`src/hw/rtl/pbd_pkg.sv`:
```
`timescale 1ns / 1ps
`default_nettype none
// ----------------------------------------------------------------------------
// Pulse beat detector package
// Shared constants, register indexes and enumerated types.
// ----------------------------------------------------------------------------
package pbd_pkg;

  // Default parameter values
  localparam int unsigned HISTORY_DEPTH_DEF = 10;
  localparam int unsigned SAMPLE_BITS_DEF   = 10;

  // Fixed field widths
  localparam int unsigned ELAPSED_W   = 12;
  localparam int unsigned TICK_W      = 4;
  localparam int unsigned SEED_W      = 10;
  localparam int unsigned RATE_W      = 8;
  localparam int unsigned CFG_DATA_W  = 12;
  localparam int unsigned CFG_INDEX_W = 2;

  // Width of the shared divider; holds the scaled rate numerator (q * 5)
  localparam int unsigned DIV_W = 19;

  localparam logic [ELAPSED_W-1:0] ELAPSED_MAX = '1;

  // Arithmetic constants of the rate formula and the beat gate
  localparam logic [DIV_W-1:0] BPM_NUMER   = DIV_W'(60000);
  localparam logic [DIV_W-1:0] RATE_DIVISOR = DIV_W'(14);
  localparam logic [DIV_W-1:0] GATE_DIVISOR = DIV_W'(5);
  localparam logic [RATE_W-1:0] RATE_MAX   = '1;

  // Reset values
  localparam logic [TICK_W-1:0]    TICK_RST     = TICK_W'(2);
  localparam logic [ELAPSED_W-1:0] REFR_RST     = ELAPSED_W'(250);
  localparam logic [ELAPSED_W-1:0] TIMEOUT_RST  = ELAPSED_W'(2500);
  localparam logic [SEED_W-1:0]    SEED_RST     = SEED_W'(512);
  localparam logic [ELAPSED_W-1:0] INTERVAL_RST = ELAPSED_W'(600);
  localparam int unsigned          LEVEL_RST    = 512;
  localparam int unsigned          AMP_RST      = 100;

  // Configuration register indexes
  typedef enum logic [CFG_INDEX_W-1:0] {
    CFG_TICK       = 2'd0,
    CFG_REFRACTORY = 2'd1,
    CFG_TIMEOUT    = 2'd2,
    CFG_SEED       = 2'd3
  } cfg_reg_e;

  // Interval history operations
  typedef enum logic [1:0] {
    HIST_HOLD,
    HIST_FILL,
    HIST_PUSH,
    HIST_ROTATE
  } hist_op_e;

  // Sequencer states
  typedef enum logic [3:0] {
    ST_IDLE,
    ST_GATE_DIV,
    ST_EVAL,
    ST_SUM,
    ST_AVG_DIV,
    ST_BPM_DIV,
    ST_SCALE,
    ST_RATE_DIV,
    ST_OUT
  } state_e;

endpackage
`default_nettype wire

```
`src/hw/rtl/pbd_serial_div.sv`:
```
`timescale 1ns / 1ps
`default_nettype none
// ----------------------------------------------------------------------------
// Pulse beat detector serial divider
// Restoring unsigned divider, one quotient bit per cycle.
// ----------------------------------------------------------------------------
module pbd_serial_div #(
  parameter int unsigned Width = pbd_pkg::DIV_W
) (
  input  wire logic             clk_i,
  input  wire logic             rst_ni,
  input  wire logic             start_i,
  input  wire logic [Width-1:0] dividend_i,
  input  wire logic [Width-1:0] divisor_i,
  output logic                  done_o,
  output logic [Width-1:0]      quotient_o
);
  import pbd_pkg::*;

  localparam int unsigned CntW = $clog2(Width);

  logic             busy_q, done_q;
  logic [CntW-1:0]  cnt_q;
  logic [Width-1:0] rem_q, rem_d;
  logic [Width-1:0] quo_q, quo_d;
  logic [Width-1:0] dvs_q;
  logic [Width:0]   trial, diff;
  logic             fits;

  always_comb begin
    trial = {rem_q, quo_q[Width-1]};
    diff  = trial - {1'b0, dvs_q};
    fits  = trial >= {1'b0, dvs_q};
    rem_d = fits ? diff[Width-1:0] : trial[Width-1:0];
    quo_d = {quo_q[Width-2:0], fits};
  end

  always_ff @(posedge clk_i or negedge rst_ni) begin
    if (!rst_ni) begin
      busy_q <= 1'b0;
      done_q <= 1'b0;
      cnt_q  <= '0;
    end else begin
      done_q <= 1'b0;
      if (start_i) begin
        busy_q <= 1'b1;
        cnt_q  <= '0;
      end else if (busy_q) begin
        cnt_q <= cnt_q + 1'b1;
        if (cnt_q == CntW'(Width - 1)) begin
          busy_q <= 1'b0;
          done_q <= 1'b1;
        end
      end
    end
  end

  always_ff @(posedge clk_i) begin
    if (start_i) begin
      rem_q <= '0;
      quo_q <= dividend_i;
      dvs_q <= divisor_i;
    end else if (busy_q) begin
      rem_q <= rem_d;
      quo_q <= quo_d;
    end
  end

  assign done_o     = done_q;
  assign quotient_o = quo_q;

  a_no_restart : assert property (@(posedge clk_i) disable iff (!rst_ni)
    start_i |-> !busy_q) else $error("divider restarted while busy");
  a_nonzero_divisor : assert property (@(posedge clk_i) disable iff (!rst_ni)
    start_i |-> divisor_i != '0) else $error("divide by zero requested");
  a_done_after_busy : assert property (@(posedge clk_i) disable iff (!rst_ni)
    done_o |-> ($past(busy_q) && !busy_q)) else $error("spurious divider done");

endmodule
`default_nettype wire

```
`src/hw/rtl/pbd_history.sv`:
```
`timescale 1ns / 1ps
`default_nettype none
// ----------------------------------------------------------------------------
// Pulse beat detector interval history
// Shift line of beat intervals; read at the oldest entry, rotated to sum.
// ----------------------------------------------------------------------------
module pbd_history #(
  parameter int unsigned Depth = pbd_pkg::HISTORY_DEPTH_DEF,
  parameter int unsigned Width = pbd_pkg::ELAPSED_W
) (
  input  wire logic             clk_i,
  input  wire pbd_pkg::hist_op_e op_i,
  input  wire logic [Width-1:0] wr_data_i,
  output logic [Width-1:0]      rd_data_o
);
  import pbd_pkg::*;

  logic [Width-1:0] hist_q [Depth];

  // Entries carry no reset: the first write is always a fill.
  always_ff @(posedge clk_i) begin
    case (op_i)
      HIST_FILL: begin
        for (int k = 0; k < Depth; k++) hist_q[k] <= wr_data_i;
      end
      HIST_PUSH: begin
        for (int k = 0; k < Depth - 1; k++) hist_q[k] <= hist_q[k+1];
        hist_q[Depth-1] <= wr_data_i;
      end
      HIST_ROTATE: begin
        for (int k = 0; k < Depth - 1; k++) hist_q[k] <= hist_q[k+1];
        hist_q[Depth-1] <= hist_q[0];
      end
      default: ;
    endcase
  end

  assign rd_data_o = hist_q[0];

endmodule
`default_nettype wire

```
`src/hw/rtl/pulse_beat_detector_unit.sv`:
```
`timescale 1ns / 1ps
`default_nettype none
// ----------------------------------------------------------------------------
// Pulse beat detector
// Peak, trough and adaptive-threshold beat detection on pulse samples,
// with a rate taken from the average of the recent beat intervals.
// ----------------------------------------------------------------------------
// Processing: a taken sample passes the gate division and the evaluation; a counted
//   beat adds the history summation and the average, BPM and rate divisions; the serial
//   divider (one bit a cycle) and the history summation (one entry a cycle) set the time.
// Throughput: one sample at a time; the next is taken in the cycle after the result
//   item is registered, later while the result side stalls.
// Reset: asynchronous, active low; the interval history and payload registers do not reset.
// ----------------------------------------------------------------------------
module pulse_beat_detector_unit #(
  parameter int unsigned HISTORY_DEPTH = pbd_pkg::HISTORY_DEPTH_DEF,
  parameter int unsigned SAMPLE_BITS   = pbd_pkg::SAMPLE_BITS_DEF,
  localparam int unsigned InTdataW  = ((SAMPLE_BITS + 7) / 8) * 8,
  localparam int unsigned OutFieldW = 2 + pbd_pkg::RATE_W + pbd_pkg::ELAPSED_W + SAMPLE_BITS,
  localparam int unsigned OutTdataW = ((OutFieldW + 7) / 8) * 8
) (
  input  wire logic                            clk_i,
  input  wire logic                            rst_ni,
  // Configuration write port
  input  wire logic                            cfg_we_i,
  input  wire logic [pbd_pkg::CFG_INDEX_W-1:0] cfg_index_i,
  input  wire logic [pbd_pkg::CFG_DATA_W-1:0]  cfg_data_i,
  // Sample stream
  input  wire logic                            s_axis_tvalid_i,
  output logic                                 s_axis_tready_o,
  // tdata: sample (SAMPLE_BITS), zero padding
  input  wire logic [InTdataW-1:0]             s_axis_tdata_i,
  // Result stream
  output logic                                 m_axis_tvalid_o,
  input  wire logic                            m_axis_tready_i,
  // tdata: pulse_high (1), beat_found (1), beats_per_minute (8),
  //        beat_interval (12), amplitude (SAMPLE_BITS), zero padding
  output logic [OutTdataW-1:0]                 m_axis_tdata_o
);
  import pbd_pkg::*;

  localparam int unsigned Lvl    = SAMPLE_BITS;
  localparam int unsigned CntW   = $clog2(HISTORY_DEPTH);
  localparam int unsigned SumW   = ELAPSED_W + $clog2(HISTORY_DEPTH);
  localparam int unsigned SeedXW = SAMPLE_BITS + SEED_W;
  localparam logic [Lvl-1:0] LvlRst = Lvl'(LEVEL_RST);
  localparam logic [Lvl-1:0] AmpRst = Lvl'(AMP_RST);

  // Configuration registers
  logic [TICK_W-1:0]    tick_q;
  logic [ELAPSED_W-1:0] refr_q, timeout_q;
  logic [SEED_W-1:0]    seed_q;

  // Detector state
  logic [ELAPSED_W-1:0] elapsed_q, elapsed_d, last_int_q, last_int_d;
  logic                 above_q, above_d, first_q, first_d, second_q, second_d;
  logic [Lvl-1:0]       peak_q, peak_d, trough_q, trough_d, thr_q, thr_d;
  logic [Lvl-1:0]       amp_q, amp_d;
  logic [RATE_W-1:0]    rate_q;

  // Per-item working registers
  state_e               state_q, state_d;
  logic [Lvl-1:0]       smp_q;
  logic [ELAPSED_W-1:0] num_q;
  logic                 found_q, found_d;
  logic [SumW-1:0]      sum_q, sum_d;
  logic [CntW-1:0]      cnt_q;
  logic [DIV_W-1:0]     prod_q;

  // Result register
  logic                 m_valid_q;
  logic [OutTdataW-1:0] m_data_q;

  // Shared divider and history
  logic             div_start, div_done;
  logic [DIV_W-1:0] div_dvd, div_dvs, div_quo;
  hist_op_e         hist_op;
  logic [ELAPSED_W-1:0] hist_rd;

  pbd_serial_div #(.Width(DIV_W)) u_div (
    .clk_i      (clk_i),
    .rst_ni     (rst_ni),
    .start_i    (div_start),
    .dividend_i (div_dvd),
    .divisor_i  (div_dvs),
    .done_o     (div_done),
    .quotient_o (div_quo)
  );

  pbd_history #(.Depth(HISTORY_DEPTH), .Width(ELAPSED_W)) u_hist (
    .clk_i     (clk_i),
    .op_i      (hist_op),
    .wr_data_i (num_q),
    .rd_data_o (hist_rd)
  );

  // Elapsed time advanced by one tick, saturating.
  logic [ELAPSED_W:0] elapsed_sum;
  logic [ELAPSED_W-1:0] num_next;
  always_comb begin
    elapsed_sum = {1'b0, elapsed_q} + (ELAPSED_W + 1)'(tick_q);
    num_next    = elapsed_sum[ELAPSED_W] ? ELAPSED_MAX : elapsed_sum[ELAPSED_W-1:0];
  end

  // Seed level fitted to the sample width.
  logic [SeedXW-1:0] seed_ext;
  logic [Lvl-1:0]    seed_lvl;
  assign seed_ext = SeedXW'(seed_q);
  assign seed_lvl = seed_ext[Lvl-1:0];

  // Tick evaluation. The divider still holds last_interval / 5 here, and
  // every test uses the threshold and elapsed count from the start of the
  // tick, as the update order requires.
  logic [ELAPSED_W-1:0] gate_quo;
  logic [ELAPSED_W:0]   gate;
  logic                 s_lt_thr, s_gt_thr, past_gate, beat, skip_rest;
  logic [Lvl-1:0]       peak_1, trough_1, amp_fall;
  logic [Lvl:0]         thr_sum;
  hist_op_e             eval_op;

  always_comb begin
    gate_quo  = div_quo[ELAPSED_W-1:0];
    gate      = {1'b0, gate_quo} + {gate_quo, 1'b0};
    s_lt_thr  = smp_q < thr_q;
    s_gt_thr  = smp_q > thr_q;
    past_gate = {1'b0, num_q} > gate;

    trough_1 = (s_lt_thr && past_gate && (smp_q < trough_q)) ? smp_q : trough_q;
    peak_1   = (s_gt_thr && (smp_q > peak_q)) ? smp_q : peak_q;

    beat      = (num_q > refr_q) && s_gt_thr && !above_q && past_gate;
    skip_rest = beat && first_q;
    found_d   = beat && !first_q;

    above_d    = above_q;
    last_int_d = last_int_q;
    elapsed_d  = num_q;
    first_d    = first_q;
    second_d   = second_q;
    peak_d     = peak_1;
    trough_d   = trough_1;
    thr_d      = thr_q;
    amp_d      = amp_q;
    eval_op    = HIST_HOLD;

    if (beat) begin
      above_d    = 1'b1;
      last_int_d = num_q;
      elapsed_d  = '0;
      second_d   = 1'b0;
      // On the second beat the whole history takes this interval.
      if (second_q)      eval_op = HIST_FILL;
      else if (!first_q) eval_op = HIST_PUSH;
      if (first_q) begin
        first_d  = 1'b0;
        second_d = 1'b1;
      end
    end

    amp_fall = (peak_1 >= trough_1) ? (peak_1 - trough_1) : '0;
    thr_sum  = {1'b0, amp_fall >> 1} + {1'b0, trough_1};

    if (!skip_rest) begin
      // Falling edge: new threshold halfway up the last swing.
      if (s_lt_thr && above_d) begin
        above_d  = 1'b0;
        amp_d    = amp_fall;
        thr_d    = thr_sum[Lvl-1:0];
        peak_d   = thr_sum[Lvl-1:0];
        trough_d = thr_sum[Lvl-1:0];
      end
      // Silence timeout: back to the seed levels, wait for a first beat.
      if (num_q > timeout_q) begin
        thr_d     = seed_lvl;
        peak_d    = seed_lvl;
        trough_d  = seed_lvl;
        elapsed_d = '0;
        first_d   = 1'b1;
        second_d  = 1'b0;
      end
    end
  end

  // Sequencer: next state, divider operands and history operation.
  logic [DIV_W-1:0] avg_full;
  assign sum_d    = sum_q + SumW'(hist_rd);
  assign avg_full = div_quo;

  always_comb begin
    state_d   = state_q;
    div_start = 1'b0;
    div_dvd   = '0;
    div_dvs   = GATE_DIVISOR;
    hist_op   = HIST_HOLD;
    case (state_q)
      ST_IDLE: begin
        if (s_axis_tvalid_i) begin
          div_start = 1'b1;
          div_dvd   = DIV_W'(last_int_q);
          div_dvs   = GATE_DIVISOR;
          state_d   = ST_GATE_DIV;
        end
      end
      ST_GATE_DIV: begin
        if (div_done) state_d = ST_EVAL;
      end
      ST_EVAL: begin
        hist_op = eval_op;
        state_d = found_d ? ST_SUM : ST_OUT;
      end
      ST_SUM: begin
        hist_op = HIST_ROTATE;
        if (cnt_q == CntW'(HISTORY_DEPTH - 1)) begin
          div_start = 1'b1;
          div_dvd   = DIV_W'(sum_d);
          div_dvs   = DIV_W'(HISTORY_DEPTH);
          state_d   = ST_AVG_DIV;
        end
      end
      ST_AVG_DIV: begin
        if (div_done) begin
          if (avg_full == '0) begin
            state_d = ST_OUT;
          end else begin
            div_start = 1'b1;
            div_dvd   = BPM_NUMER;
            div_dvs   = avg_full;
            state_d   = ST_BPM_DIV;
          end
        end
      end
      ST_BPM_DIV: begin
        if (div_done) state_d = ST_SCALE;
      end
      ST_SCALE: begin
        div_start = 1'b1;
        div_dvd   = prod_q;
        div_dvs   = RATE_DIVISOR;
        state_d   = ST_RATE_DIV;
      end
      ST_RATE_DIV: begin
        if (div_done) state_d = ST_OUT;
      end
      ST_OUT: begin
        if (!m_valid_q || m_axis_tready_i) state_d = ST_IDLE;
      end
      default: state_d = ST_IDLE;
    endcase
  end

  assign s_axis_tready_o = (state_q == ST_IDLE);

  // Control and detector state.
  always_ff @(posedge clk_i or negedge rst_ni) begin
    if (!rst_ni) begin
      state_q    <= ST_IDLE;
      tick_q     <= TICK_RST;
      refr_q     <= REFR_RST;
      timeout_q  <= TIMEOUT_RST;
      seed_q     <= SEED_RST;
      elapsed_q  <= '0;
      last_int_q <= INTERVAL_RST;
      above_q    <= 1'b0;
      peak_q     <= LvlRst;
      trough_q   <= LvlRst;
      thr_q      <= LvlRst;
      amp_q      <= AmpRst;
      first_q    <= 1'b1;
      second_q   <= 1'b0;
      rate_q     <= '0;
      found_q    <= 1'b0;
      cnt_q      <= '0;
      m_valid_q  <= 1'b0;
    end else begin
      state_q <= state_d;

      if (cfg_we_i) begin
        case (cfg_reg_e'(cfg_index_i))
          CFG_TICK:       tick_q    <= cfg_data_i[TICK_W-1:0];
          CFG_REFRACTORY: refr_q    <= cfg_data_i[ELAPSED_W-1:0];
          CFG_TIMEOUT:    timeout_q <= cfg_data_i[ELAPSED_W-1:0];
          CFG_SEED:       seed_q    <= cfg_data_i[SEED_W-1:0];
          default: ;
        endcase
      end

      if (state_q == ST_EVAL) begin
        elapsed_q  <= elapsed_d;
        last_int_q <= last_int_d;
        above_q    <= above_d;
        peak_q     <= peak_d;
        trough_q   <= trough_d;
        thr_q      <= thr_d;
        amp_q      <= amp_d;
        first_q    <= first_d;
        second_q   <= second_d;
        found_q    <= found_d;
        cnt_q      <= '0;
      end

      if (state_q == ST_SUM) cnt_q <= cnt_q + 1'b1;

      // A zero average saturates the rate.
      if (state_q == ST_AVG_DIV && div_done && avg_full == '0) rate_q <= RATE_MAX;
      if (state_q == ST_RATE_DIV && div_done) begin
        rate_q <= (div_quo > DIV_W'(RATE_MAX)) ? RATE_MAX : div_quo[RATE_W-1:0];
      end

      if (state_q == ST_OUT && (!m_valid_q || m_axis_tready_i)) begin
        m_valid_q <= 1'b1;
      end else if (m_axis_tready_i) begin
        m_valid_q <= 1'b0;
      end
    end
  end

  // Payload registers.
  always_ff @(posedge clk_i) begin
    if (state_q == ST_IDLE && s_axis_tvalid_i) begin
      smp_q <= s_axis_tdata_i[Lvl-1:0];
      num_q <= num_next;
    end
    if (state_q == ST_EVAL) sum_q <= '0;
    if (state_q == ST_SUM)  sum_q <= sum_d;
    // Rate numerator q * 5 as q * 4 + q.
    if (state_q == ST_BPM_DIV && div_done) prod_q <= (div_quo << 2) + div_quo;
    if (state_q == ST_OUT && (!m_valid_q || m_axis_tready_i)) begin
      m_data_q <= OutTdataW'({amp_q, last_int_q, rate_q, found_q, above_q});
    end
  end

  assign m_axis_tvalid_o = m_valid_q;
  assign m_axis_tdata_o  = m_data_q;

  a_sum_only_on_beat : assert property (@(posedge clk_i) disable iff (!rst_ni)
    (state_q == ST_SUM) |-> found_q) else $error("rate work without a counted beat");
  a_beat_means_high : assert property (@(posedge clk_i) disable iff (!rst_ni)
    (m_axis_tvalid_o && m_data_q[1]) |-> m_data_q[0])
    else $error("counted beat reported without pulse high");
  a_busy_after_take : assert property (@(posedge clk_i) disable iff (!rst_ni)
    (s_axis_tvalid_i && s_axis_tready_o) |=> !s_axis_tready_o)
    else $error("second item taken during evaluation");
  a_eval_after_gate : assert property (@(posedge clk_i) disable iff (!rst_ni)
    (state_q == ST_EVAL) |-> $past(div_done)) else $error("evaluation before gate ready");

endmodule
`default_nettype wire
```
`config.mk`:
```
export PLATFORM = sky130hd
export DESIGN_NAME = pulse_beat_detector_unit
export DESIGN_NICKNAME = d
export VERILOG_FILES = /design/src/hw/rtl/pbd_pkg.sv /design/src/hw/rtl/pbd_serial_div.sv /design/src/hw/rtl/pbd_history.sv /design/src/hw/rtl/pulse_beat_detector_unit.sv
export SDC_FILE = /design/constraint.sdc
export NUM_CORES = 1
export LEC_CHECK = 0
export BUFFER_PORTS_ARGS = -buffer_cell sky130_fd_sc_hd__buf_2
export CAP_MARGIN = 20
export CORE_MARGIN = 4
export CORE_UTILIZATION = 65
export CTS_CLUSTER_SIZE = 30
export DETAILED_ROUTE_END_ITERATION = 8
export HOLD_SLACK_MARGIN = 0.03
export PLACE_DENSITY = 0.83
export RECOVER_POWER = 25
export SLEW_MARGIN = 20
export SYNTH_ARGS = -nofsm -noshare
export SYNTH_HDL_FRONTEND = slang
export SYNTH_SLANG_ARGS = --single-unit
```
`constraint.sdc`:
```
create_clock -name clk_i -period 23.5 [get_ports clk_i]
set_input_delay 4.7 -clock clk_i [delete_from_list [all_inputs] [get_ports clk_i]]
set_output_delay 4.7 -clock clk_i [all_outputs]
set_load 0.02 [all_outputs]
```
# Yosys cells after proc, flatten, opt, wreduce, memory -nomap -nowiden
# Memory sizes are Yosys's and may differ from the RTL's.
# Cells that the tools add are included.
[classes] add_sub_neg=9 shifts=0 order_cmp=10 n_div=0 n_eq_ne=23 bitwise=21 multipliers=0 muxes=98 n_reduce_logical=35
[ops] operator="$mux W12" count=24
[ops] operator="$mux W10" count=11
[ops] operator="$mux W19" count=5
[ops] operator="$mux W16" count=5
[ops] operator="$pmux W19 S4" count=1
[ops] operator="$pmux W19 S3" count=1
[ops] operator="$mux W4" count=12
[ops] operator="$pmux W4 S9" count=1
[ops] operator="$mux W1" count=28
[ops] operator="$gt A12 B12 Y1" count=2
[ops] operator="$mux W8" count=3
[ops] operator="$ge A20 B19 Y1" count=1
[ops] operator="$gt A10 B10 Y1" count=2
[ops] operator="$lt A10 B10 Y1" count=2
[ops] operator="$or A1 B1 Y1" count=20
[ops] operator="$add A19 B19 Y19" count=1
[ops] operator="$gt A19 B8 Y1 const B" count=1
[ops] operator="$logic_not A19 Y1" count=1
[ops] operator="$sub A19 B19 Y19" count=1
[ops] operator="$add A16 B12 Y16" count=1
[ops] operator="$eq A4 B3 Y1 const B" count=4
[ops] operator="$logic_and A1 B1 Y1" count=15
[ops] operator="$add A12 B13 Y13" count=1
[ops] operator="$add A12 B4 Y13" count=1
[ops] operator="other kinds (27)" count=52
[totals] memories=1 reg_bits=276 romBits=0 input_bits=35 elab_cells=226 latch_bits=0 ramBits=120
[memory_table] name="u_hist.hist_q" depth=10 word_bits=12 rd=10 rd_ports_with_merged_regs=0 wr=10 line="pbd_history.sv:18" rtl="logic [Width-1:0] hist_q [Depth];"

# Longest topological paths before layout
[depth] ltp_word=11 depth_mapped=45 ltp_nobuf=45

# Modules after synthesis
# Synthesis repeated with hierarchy kept, for this count alone.
[hier_totals] cells_unflattened=2064 area_unflattened_um2=21866.0
[modules_own_cells] module="pulse_beat_detector_unit" seq_area_each_um2=5780.5 instances=1 area_each_um2=13242.7 cells_each=1306
[modules_own_cells] module="pbd_history" seq_area_each_um2=3603.5 instances=1 area_each_um2=4895.9 cells_each=400
[modules_own_cells] module="pbd_serial_div" seq_area_each_um2=1696.6 instances=1 area_each_um2=3727.3 cells_each=358

# Worst setup path after synthesis
# Ideal clock, no wire load.
[synth_path] path_type="register -> register" from="reg u_div.quo_q[0] (netlist: u_div.quotient_o[0])" to="reg peak_q[8]" path_stages_with_launch=44 path_buffers=0 synth_period_minus_slack_ps=7900 t_required_ps=23364 setup_time_ps=136 setup_slack_ps=15600 arrival_time_ps=7764 cell_sequence="edfxtp_1 ha_1 inv_1 fa_1 nor2b_1 o21ai_0 a21oi_1 o21a_1 o21ai_0 a21oi_1 o21ai_0 nand2b_1 a21oi_1 xor2_1 ha_1 a2111oi_0 o21ai_0 o21ai_0 [... 8 more ...] nor3_1 o31ai_1 a21boi_1 nor2_1 nor2b_1 ha_1 inv_1 fa_1 nor2b_1 o21ai_0 nand2b_1 a21oi_1 nor2_1 a32o_1 a2111o_1 o2111a_1 nor4b_2 o22ai_1"
[synth_via] elab_chain_cells=11
[synth_lines] element="from (decl)" line="pbd_serial_div.sv:25" rtl="logic [Width-1:0] quo_q, quo_d;"
[synth_lines] element="from (signal assigned)" line="pbd_serial_div.sv:61" rtl="quo_q <= dividend_i;"
[synth_lines] element="from (signal assigned)" line="pbd_serial_div.sv:65" rtl="quo_q <= quo_d;"
[synth_lines] element="$add A12 B13 Y13 *" line="pulse_beat_detector_unit.sv:123" rtl="gate = {1'b0, gate_quo} + {gate_quo, 1'b0};"
[synth_lines] element="$gt A12 B13 Y1 *" line="pulse_beat_detector_unit.sv:126" rtl="past_gate = {1'b0, num_q} > gate;"
[synth_lines] element="$logic_and A1 B1 Y1 * (2 in series)" line="pulse_beat_detector_unit.sv:128" rtl="trough_1 = (s_lt_thr && past_gate && (smp_q < trough_q)) ? smp_q : trough_q;"
[synth_lines] element="$mux W10 *" line="pulse_beat_detector_unit.sv:128"
[synth_lines] element="$sub A10 B10 Y10 / $ge A10 B10 Y1 (equally long branches)" line="pulse_beat_detector_unit.sv:160" rtl="amp_fall = (peak_1 >= trough_1) ? (peak_1 - trough_1) : '0;"
[synth_lines] element="$mux W10 *" line="pulse_beat_detector_unit.sv:160"
[synth_lines] element="named net amp_fall[1]" line="pulse_beat_detector_unit.sv:117" rtl="logic [Lvl-1:0] peak_1, trough_1, amp_fall;"
[synth_lines] element="$add A9 B10 Y10 *" line="pulse_beat_detector_unit.sv:161" rtl="thr_sum = {1'b0, amp_fall >> 1} + {1'b0, trough_1};"
[synth_lines] element="$mux W10 *" line="pulse_beat_detector_unit.sv:165" rtl="if (s_lt_thr && above_d) begin"
[synth_lines] element="$mux W10 *" line="pulse_beat_detector_unit.sv:173" rtl="if (num_q > timeout_q) begin"
[synth_lines] element="$mux W10 *" line="pulse_beat_detector_unit.sv:163" rtl="if (!skip_rest) begin"
[synth_lines] element="to (signal assigned)" line="pulse_beat_detector_unit.sv:264" rtl="peak_q <= LvlRst;"
[synth_lines] element="to (signal assigned)" line="pulse_beat_detector_unit.sv:291" rtl="peak_q <= peak_d;"
[synth_lines] element="to (decl)" line="pulse_beat_detector_unit.sv:57" rtl="logic [Lvl-1:0] peak_q, peak_d, trough_q, trough_d, thr_q, thr_d;"
# The timed path passes the listed nets; every way through them passes the cells marked *.
# A chain may end at the register's enable or synchronous reset.

# Worst setup path in the final report
[layout_path] from="reg u_div.quo_q[1] (netlist: u_div.quotient_o[1])" to="reg peak_q[8]"
# The elaborated chain is that of the path after synthesis.

==> impl_metrics.py <==
metrics = {
    "outcome": {
        "outcome": "complete, but fails checks",
        "failed_checks": "max-capacitance violations, max-slew violations",
    },
    "placement": {
        "port_buffers": 62,
        "hpwl_mm": 34.12,
        "pre_cts_ws_ns": 14.02,
        "place.gp.congestion": 0.9352,
    },
    "yosys": {
        "ys_ff_latch": 396,
        "yosysWarnings": 0,
        "synth_top_area_cell": "edfxtp_1",
        "yosysTopAreaCellShare_pct": 34.29,
        "netlist_top_cells_area": "edfxtp_1, dfrtp_1, ha_1",
        "syn-num-nets": 2241,
        "synth_edf_count": 247,
        "syn_avg_cell_area_um2": 10.60,
        "synth-main-ff-cell": "edfxtp_1",
        "synth.distinct_cells": 78,
        "netlist_area_mm2": 0.02163,
        "seq_area_frac_synth_pct": 51.23,
        "syn-instance-count": 2041,
        "async_reset_ff_share_pct": 32.83,
    },
    "clock_network": {
        "h-tree-depth": 2,
        "postCtsResizedCells": 0,
        "insertion_delay_ns": 0.55,
        "cts.clk_slew.worst_paths_ns": 0.06,
        "cts_hold_buf": 0,
        "cts_setup_buffers": 0,
        "cts_sinks": 396,
        "numCtsBuffers": 41,
        "clk_path_buf_depth": 3,
        "cts-root-buf": "clkbuf_16",
        "cts_tree": "done",
    },
    "timing": {
        "fin_tns_setup_ns": 0,
        "timing.final.crit_share_pct": 40.95,
        "relSlewSlack_pct": -210.6,
        "worst_pin_slew_ns": 4.658,
        "hold_viol_final": 0,
        "fin_ws_ns": 13.88,
        "layout_min_cycle_time_ns": 9.624,
        "finalSetupViolations": 0,
        "fmax_mhz": 103.9,
        "rsz0062_at_grt": "no",
        "finClkSkew_ns": 0.01411,
        "drv_slew": 114,
        "hold_ws_ns": 0.4514,
    },
    "finish": {
        "final_cell_mix": "nand2_1, edfxtp_1, ha_1, inv_1, a21oi_1",
        "final_layout_size_suffix_gt1_share_pct": 12.14,
        "nets": 2300,
        "syn_to_final_growth_pct": 9.916,
        "antennaDiodeCount": 0,
        "ff_latch_area_mm2": 0.01108,
        "fillCellCount": 2258,
        "multiInputGateArea_mm2": 0.009737,
        "fin_util_pct": 72.70,
        "layout_commonest_cell": "nand2_1",
    },
    "worst_setup_path": {
        "crit_required_ns": 23.90,
        "start_kind": "flip-flop",
        "worstSetupPathType": "flip-flop to flip-flop",
        "cp-end-kind": "flip-flop",
        "slowest_delay_ns": 0.61,
        "cp_data_arrival_time_ns": 10.02,
        "cp_max_fo": 10,
        "crit_slowest_cell": "edfxtp_1",
    },
    "routing": {
        "wl_per_cell_um": 19.34,
        "num_vias": 15930,
        "wl_mm": 49.79,
        "drtIter0Drc": 1379,
        "vias_per_cell": 6.188,
        "drc": 0,
        "drt-pass1-iter-count": 6,
        "ant_nets": 0,
    },
    "flow_run": {
        "maxCapViolCount": 2,
    },
    "floorplanning": {
        "core_area_mm2": 0.03270,
        "start_util_pct": 66.14,
        "row_count": 66,
        "die_width_um": 190.4,
        "fp.dieH_um": 190.4,
        "die_area_mm2": 0.03626,
        "io_pins": 69,
    },
    "global_routing": {
        "grt_max_degree": 109,
        "antenna_found_initial": 0,
        "grt_pass1_wl_mm": 80.12,
        "grt_use_total_pct": 27.30,
        "gr-total-overflow": 0,
        "grt_pass1_vias": 15870,
    },
    "min_path": {
        "hold_path.class": "flip-flop to flip-flop",
    },
    "power": {
        "peakVddDrop_mv": 0.1074,
        "p_leak_nw": 10.12,
        "powerDensity_mw_per_mm2": 148.0,
        "power_mw": 3.518,
    },
}
final timing paths:
| path | startpoint | to | slack, ns | cells past startpoint |
|---|---|---|---|---|
| setup / recovery | u_div.quotient_o[1] | peak_q[8] | 13.88 | 41 |
| hold / removal | amp_q[4] | m_axis_tdata_o[26] | 0.45 | 0 |
| setup reg to reg | u_div.quotient_o[1] | peak_q[8] | 13.88 | 41 |
| hold reg to reg | amp_q[4] | m_axis_tdata_o[26] | 0.45 | 0 |
| max in group asynchronous | rst_ni | u_div.cnt_q[0] | 15.07 | 1 |
| min in group asynchronous | rst_ni | tick_q[2] | 5.83 | 1 |
state kept, by name, summed over array words and instances, names as in the netlist, 16 cells and up:
register          cells
u_hist.hist_q       120
m_axis_tdata_o       32
prod_q               19
u_div.dvs_q          19
u_div.quotient_o     19
u_div.rem_q          19
sum_q                16
Yosys cell counts, drive strengths merged, types with 22 or more instances:
cell	instances
a21o	30
a21oi	110
and2	22
clkbuf	44
dfrtp	106
dfstp	24
edfxtp	247
ha	158
inv	149
mux2	79
mux2i	26
nand2	343
nand3	39
nand4	23
nor2	104
nor2b	26
nor3	33
o21a	26
o21ai	97
xnor2	41
xor2	23
per-stage QoR:
stage / area, µm² / std cells
2_1_floorplan: 21630 / 2041
3_3_place_gp: 22380 / 2498
3_5_place_dp: 22380 / 2498
4_1_cts: 23760 / 2574
5_1_grt: 23770 / 2575
6_report: 23770 / 2575
area by class of cell:
type / instances / area share [%]
Sequential cell: 396 / 46.61
Clock buffer: 52 / 4.489
Timing Repair Buffer: 80 / 1.921
Clock inverter: 24 / 1.326
Multi-Input combinational cell: 1431 / 40.96
Inverter: 150 / 2.368
Tap cell: 442 / 2.326
worst max-delay path: cells and delay by family (launching register included):
kind            cells  cell delay [ns]
xor+xnor            1             0.15
simple gates       10             2.33
fa+ha+maj           6             1.85
flops               1             0.61
compound gates     21             4.30
buf+inv             3             0.23
where the power goes:
group	total, mW	switching (mW)	leakage, nW	internal (mW)
sequential	1.07	0.132	4.01	0.937
clock	0.671	0.278	0.663	0.393
combinational	1.78	1.06	5.44	0.721
cell families after synthesis:
kind of cell	Yosys count	share of synthesized area [%]
AO/OA/AOI/OAI	414	12.57
XOR/XNOR	64	2.592
adder cells (fa/ha/maj)	165	9.788
buffers and inverters	214	3.876
flip-flops	396	51.23
multiplexers	105	5.316
AND/OR/NAND/NOR	683	14.62
metal layers:
metal	global-route usage [%]	part of all wire, %	vias up
met3	4.302	7.5	147
met4	10.66	3.7	0
met5	0	0	-
li1	-	-	7456
met1	35.68	41	7682
met2	46.19	48	649
Note: power is estimated with default switching activity, not from simulation.
